$ cat src/rtl/vtbm_pkg.sv
`timescale 1ns / 1ps
// ----------------------------------------------------------------------------
// vtbm_pkg
// Shared types and constants of the vertex transform and bounds merge block.
// ----------------------------------------------------------------------------
package vtbm_pkg;

  // Number format and counter width
  localparam int COORD_WIDTH = 32;
  localparam int FRAC_BITS   = 16;
  localparam int COUNT_WIDTH = 24;

  // Exact product and accumulator widths
  localparam int PROD_WIDTH  = 2 * COORD_WIDTH;
  localparam int ACC_WIDTH   = PROD_WIDTH + 2;

  // Stored matrix: three rows of each of four columns
  localparam int COEF_ROWS   = 3;
  localparam int COEF_COLS   = 4;
  localparam int COEF_COUNT  = COEF_ROWS * COEF_COLS;
  localparam int COEF_SEL_W  = $clog2(COEF_COUNT);

  // Decoupling queue, depth is a power of two
  localparam int QUEUE_DEPTH = 4;
  localparam int QPTR_W      = $clog2(QUEUE_DEPTH);
  localparam int QCNT_W      = $clog2(QUEUE_DEPTH + 1);

  localparam logic [COORD_WIDTH-1:0] COORD_MAX = {1'b0, {(COORD_WIDTH - 1){1'b1}}};
  localparam logic [COORD_WIDTH-1:0] COORD_MIN = {1'b1, {(COORD_WIDTH - 1){1'b0}}};
  localparam logic [COUNT_WIDTH-1:0] COUNT_MAX = {COUNT_WIDTH{1'b1}};

  typedef enum logic [2:0] {
    CMD_START_CLUSTER  = 3'd0,
    CMD_LOAD_COEFF     = 3'd1,
    CMD_START_INSTANCE = 3'd2,
    CMD_VERTEX         = 3'd3,
    CMD_INDEX          = 3'd4,
    CMD_END_CLUSTER    = 3'd5
  } cmd_e;

  typedef enum logic [2:0] {
    OP_CLEAR,
    OP_LOAD,
    OP_BASE,
    OP_VERTEX,
    OP_INDEX,
    OP_BOUNDS
  } op_e;

  typedef enum logic [1:0] {
    KIND_VERTEX = 2'd0,
    KIND_INDEX  = 2'd1,
    KIND_BOUNDS = 2'd2
  } kind_e;

  localparam logic [1:0] ROW_UNUSED = 2'd3;

  typedef struct packed {
    logic [2:0]                    cmd;
    logic [3:0]                    coeff_index;
    logic signed [COORD_WIDTH-1:0] coeff_value;
    logic signed [COORD_WIDTH-1:0] vert_x;
    logic signed [COORD_WIDTH-1:0] vert_y;
    logic signed [COORD_WIDTH-1:0] vert_z;
    logic [COUNT_WIDTH-1:0]        index_in;
  } in_item_t;

  typedef struct packed {
    logic [1:0]                    kind;
    logic signed [COORD_WIDTH-1:0] px;
    logic signed [COORD_WIDTH-1:0] py;
    logic signed [COORD_WIDTH-1:0] pz;
    logic signed [COORD_WIDTH-1:0] min_x;
    logic signed [COORD_WIDTH-1:0] min_y;
    logic signed [COORD_WIDTH-1:0] min_z;
    logic signed [COORD_WIDTH-1:0] max_x;
    logic signed [COORD_WIDTH-1:0] max_y;
    logic signed [COORD_WIDTH-1:0] max_z;
    logic [COUNT_WIDTH-1:0]        out_index;
    logic [COUNT_WIDTH-1:0]        vertex_total;
  } out_item_t;

  // Decoded word held in the queue
  typedef struct packed {
    op_e                           op;
    logic [COEF_SEL_W-1:0]         coeff_sel;
    logic signed [COORD_WIDTH-1:0] coeff_value;
    logic signed [COORD_WIDTH-1:0] vert_x;
    logic signed [COORD_WIDTH-1:0] vert_y;
    logic signed [COORD_WIDTH-1:0] vert_z;
    logic [COUNT_WIDTH-1:0]        index_in;
  } q_item_t;

  // Control carried down the arithmetic pipeline
  typedef struct packed {
    op_e                    op;
    logic [COUNT_WIDTH-1:0] index_in;
  } ctl_t;

endpackage

$ cat src/rtl/vtbm_front.sv
`timescale 1ns / 1ps
// ----------------------------------------------------------------------------
// vtbm_front
// Decodes an incoming word into a queue entry and drops words with no effect.
// ----------------------------------------------------------------------------
module vtbm_front (
  input  vtbm_pkg::in_item_t in_data_i,
  output logic               keep_o,
  output vtbm_pkg::q_item_t  item_o
);
  import vtbm_pkg::*;

  logic [1:0] col;
  logic [1:0] row;

  assign col = in_data_i.coeff_index[3:2];
  assign row = in_data_i.coeff_index[1:0];

  always_comb begin
    item_o             = '0;
    item_o.coeff_value = in_data_i.coeff_value;
    item_o.vert_x      = in_data_i.vert_x;
    item_o.vert_y      = in_data_i.vert_y;
    item_o.vert_z      = in_data_i.vert_z;
    item_o.index_in    = in_data_i.index_in;
    // column * 3 + row
    item_o.coeff_sel   = COEF_SEL_W'({col, 1'b0}) + COEF_SEL_W'(col) + COEF_SEL_W'(row);
    keep_o             = 1'b1;
    unique case (in_data_i.cmd)
      CMD_START_CLUSTER:  item_o.op = OP_CLEAR;
      CMD_LOAD_COEFF: begin
        item_o.op = OP_LOAD;
        // drop row-four entries
        keep_o    = (row != ROW_UNUSED);
      end
      CMD_START_INSTANCE: item_o.op = OP_BASE;
      CMD_VERTEX:         item_o.op = OP_VERTEX;
      CMD_INDEX:          item_o.op = OP_INDEX;
      CMD_END_CLUSTER:    item_o.op = OP_BOUNDS;
      default: begin
        item_o.op = OP_CLEAR;
        keep_o    = 1'b0;
      end
    endcase
  end

endmodule

$ cat config.mk
export PLATFORM = sky130hd
export DESIGN_NAME = vtbm_front
export DESIGN_NICKNAME = d
export VERILOG_FILES = /design/src/rtl/vtbm_pkg.sv /design/src/rtl/vtbm_front.sv
export SDC_FILE = /design/constraint.sdc
export NUM_CORES = 1
export LEC_CHECK = 0
export BUFFER_PORTS_ARGS = -buffer_cell sky130_fd_sc_hd__buf_2
export CAP_MARGIN = 0
export CORE_AREA = 2 2 124 126
export DETAILED_ROUTE_END_ITERATION = 6
export DIE_AREA = 0 0 126 128
export PLACE_DENSITY_LB_ADDON = 0.05
export SKIP_LAST_GASP = 1
export SLEW_MARGIN = 20
export SYNTH_ARGS = -nofsm -noshare
export SYNTH_HDL_FRONTEND = slang
export SYNTH_SLANG_ARGS = --single-unit
$ cat constraint.sdc
create_clock -name vclk -period 1.6
set_input_delay 0.08 -clock vclk [all_inputs]
set_output_delay 0.08 -clock vclk [all_outputs]
set_load 0.01 [all_outputs]
==> qor.txt <==
=================================================================================================================
Run status                                                                                              completed
Sink of the worst hold path                                                                           item_o[105]
Y dimension of the die                                                                                     128 µm
Share of the clock period used by the worst path                                                            0.981
Number of buffers inserted by post-CTS setup repair                                                             0
Number of buffers and inverters on the critical path                                                            2
Layout sequential cell count                                                                                    0
Layout-stage area growth over the synthesis result                                                         -65.9%
Area share of the largest cell type after synthesis                                                         0.917
Leakage power summed over all cells                                                                      0.111 nW
Uppermost signal routing layer after detailed routing                                                        met4
Worst hold path depth                                                                                           0
Worst supply voltage drop on vdd                                                                          27.8 µV
Dpl cell area                                                                                             422 µm²
Max cap viols                                                                                                   0
Fraction of synthesized cell area in xor and xnor cells                                                         0
Post-route insts no fill                                                                                      213
Nature of the critical path endpoint                                                                  output port
Yosys warning total                                                                                             0
Total net switching power                                                                             0.0000384 W
Final instance area                                                                                       424 µm²
Average wire per cell in the routed design                                                                8.39 µm
Count of vias placed by the detailed router                                                                   310
Type of the tightest min-delay check                                                                    in -> out
Chip Width                                                                                                 126 µm
Cell accounting for the most synthesized area                                                        sky130_fd_sc_hd__buf_4
Transition time of the tightest slew-check pin                                                           0.276 ns
Portion of total power attributed to combinational logic                                                    1.000
Antenna violations before repair                                                                                0
Family with the most delay on the worst path                                                          adder cells
Number of pins exceeding their max-slew limit in the final report                                               0
Mean area per synthesized cell                                                                           7.73 µm²
Routed length on met3                                                                                      426 µm
Cell at the slowest stage of the critical path                                                       sky130_fd_sc_hd__fa_1
Worst-path fanout max                                                                                           2
Fraction of synthesized area in multiplexers                                                                    0
Area of the placeable core                                                                             0.0149 mm²
Post-synth design cell area                                                                           0.00124 mm²
Number of global-route vias before repair                                                                     387
Crit path required time                                                                                   1.52 ns
Met2 wire length                                                                                           644 µm
Number of buffers added on ports                                                                               15
Net count reported at finish                                                                                  190
Antenna diode count                                                                                             0
Launching element type of the critical path                                                             input pin
Number of placed instances, taps included                                                                     213
Crit Path Category                                                                                      in -> out
Final setup violation count                                                                                     0
Clock power share                                                                                               0
Wire length of the first global-routing pass                                                              2380 µm
Total nets after synthesis                                                                                    324
Cell Pwr Density                                                                                       171 mW/mm²
Internal Pwr Total                                                                                    0.0000340 W
Portion of total power attributed to sequential cells                                                           0
Arrival time reported for the critical path endpoint                                                      1.49 ns
Die area                                                                                               0.0161 mm²
Cells after synthesis                                                                                         161
Hold Startpoint                                                                                      in_data_i[105]
Layout clock buffers                                                                                            0
Arithmetic-cell share of the synthesized area counting full adders, half adders and majority gates         0.0523
Remaining max-slew budget at the tightest pin                                                               0.813
Fraction of final layout cells sized beyond drive strength 1                                                0.680
Maximum number of pins on one net before global-route repair                                                    6
Area occupied by registers                                                                                  0 µm²
Count of fill cells added during filler insertion                                                            1802
Iter 0 DRT Violations                                                                                           3
Fraction of the mapped netlist area in compound gates                                                      0.0121
Final GP Congestion                                                                                         0.552
Wire length on met1                                                                                        257 µm
Proportion of total power due to net switching                                                              0.530
Total routing usage reported by global routing                                                             0.0182
RSZ-0062 raised after global routing                                                                         true
Ports placed on the boundary                                                                                  319
Portion of the post-synthesis area used by sequential elements                                                  0
Total iterations of the first detailed-routing run                                                              2
Most frequent cells after synthesis                                                                  sky130_fd_sc_hd__buf_4, sky130_fd_sc_hd__fa_1, sky130_fd_sc_hd__ha_1
Post-synthesis simple-gate area fraction                                                                   0.0191
Starting Density                                                                                           0.0838
Shortest clock period the worst path allows after layout                                                  1.57 ns
Critical-path cell list                                                                              buf_2 > fa_1 > ha_2 > fa_1 > buf_2
Number of hold-slack violations in the final timing report                                                      0
Largest incremental delay on the critical path                                                            0.48 ns
Overall routed net length                                                                                 1790 µm
Remaining routing DRC violations                                                                                0
Drt via density                                                                                              1.46
Global route total overflow                                                                                     0
Post-synth cell types                                                                                           8
Most common cell in the synthesized netlist                                                          sky130_fd_sc_hd__buf_4
Util after Layout                                                                                          0.0285
Worst hold-check slack                                                                                   0.160 ns
Fmax                                                                                                      637 MHz
Cell types with the largest area share after synthesis                                               sky130_fd_sc_hd__buf_4, sky130_fd_sc_hd__fa_1, sky130_fd_sc_hd__ha_1
Number of rows created at floorplan                                                                            45
Final ANT Viol Nets                                                                                             0
Largest family of logic cells by synthesized area                                                    buffers and inverters
=================================================================================================================
==> how the worst max path moves through the flow <==
stage              startpoint           to  slack [ns]  cells past startpoint
2_1_floorplan  in_data_i[153]  item_o[154]        0.24                      3
3_3_place_gp   in_data_i[153]  item_o[154]       0.003                      5
3_5_place_dp   in_data_i[153]  item_o[154]       -0.01                      5
4_1_cts        in_data_i[153]  item_o[154]        0.02                      5
5_1_grt        in_data_i[155]  item_o[154]       -0.04                      5
6_report       in_data_i[155]  item_o[154]        0.03                      5
==> what timing repair did <==
action,CTS,global route
hold buffers,0,0
pin swaps,0,1
gates resized for setup,1,0
endpoints found under the hold margin,0,0
endpoints found under the setup margin,1,1
==> routing by layer <==
metal	vias to the layer above	GRT usage
met2	57	0.0209
li1	66	-
met1	123	0.00780
met5	-	0
met3	64	0.0134
met4	0	0.0504
==> power groups by stage <==
| stage | registers, W | logic [W] | clock network (W) |
|---|---|---|---|
| after floorplan | 0 | 0.000427 | 0 |
| after global placement | 0 | 0.0000790 | 0 |
| after detailed placement | 0 | 0.0000746 | 0 |
| after CTS | 0 | 0.0000752 | 0 |
| after global routing | 0 | 0.0000836 | 0 |
| final | 0 | 0.0000725 | 0 |
==> metrics by stage <==
step / setup TNS [ns] / setup slack, ns / total power [W]
final: 0 / 0.0311 / 0.0000725
after global routing: -0.0370 / -0.0370 / 0.0000836
after CTS: 0 / 0.0193 / 0.0000752
after detailed placement: -0.0126 / -0.0126 / 0.0000746
after global placement: 0 / 0.00316 / 0.0000790
after floorplan: 0 / 0.243 / 0.000427
==> cell families after synthesis <==
group | Yosys count
buffers and inverters | 152
adders and majority gates | 4
and+or+nand+nor | 3
AOI/OAI and AO/OA | 2
==> layout make-up <==
class                           count  area [µm²]  share of cell area
Multi-Input combinational cell      9         106               0.251
Tap cell                          188         235               0.555
Timing Repair Buffer               16        82.6               0.195
==> layout by cell type, fill, tap and decap left out <==
master,count
sky130_fd_sc_hd__a21boi_0,1
sky130_fd_sc_hd__a22oi_1,1
sky130_fd_sc_hd__and2b_1,1
sky130_fd_sc_hd__buf_2,15
sky130_fd_sc_hd__buf_4,1
sky130_fd_sc_hd__fa_1,2
sky130_fd_sc_hd__ha_1,1
sky130_fd_sc_hd__ha_2,1
sky130_fd_sc_hd__nor2b_1,1
sky130_fd_sc_hd__nor4bb_1,1
No activity file was read; power rests on OpenSTA's default activity.
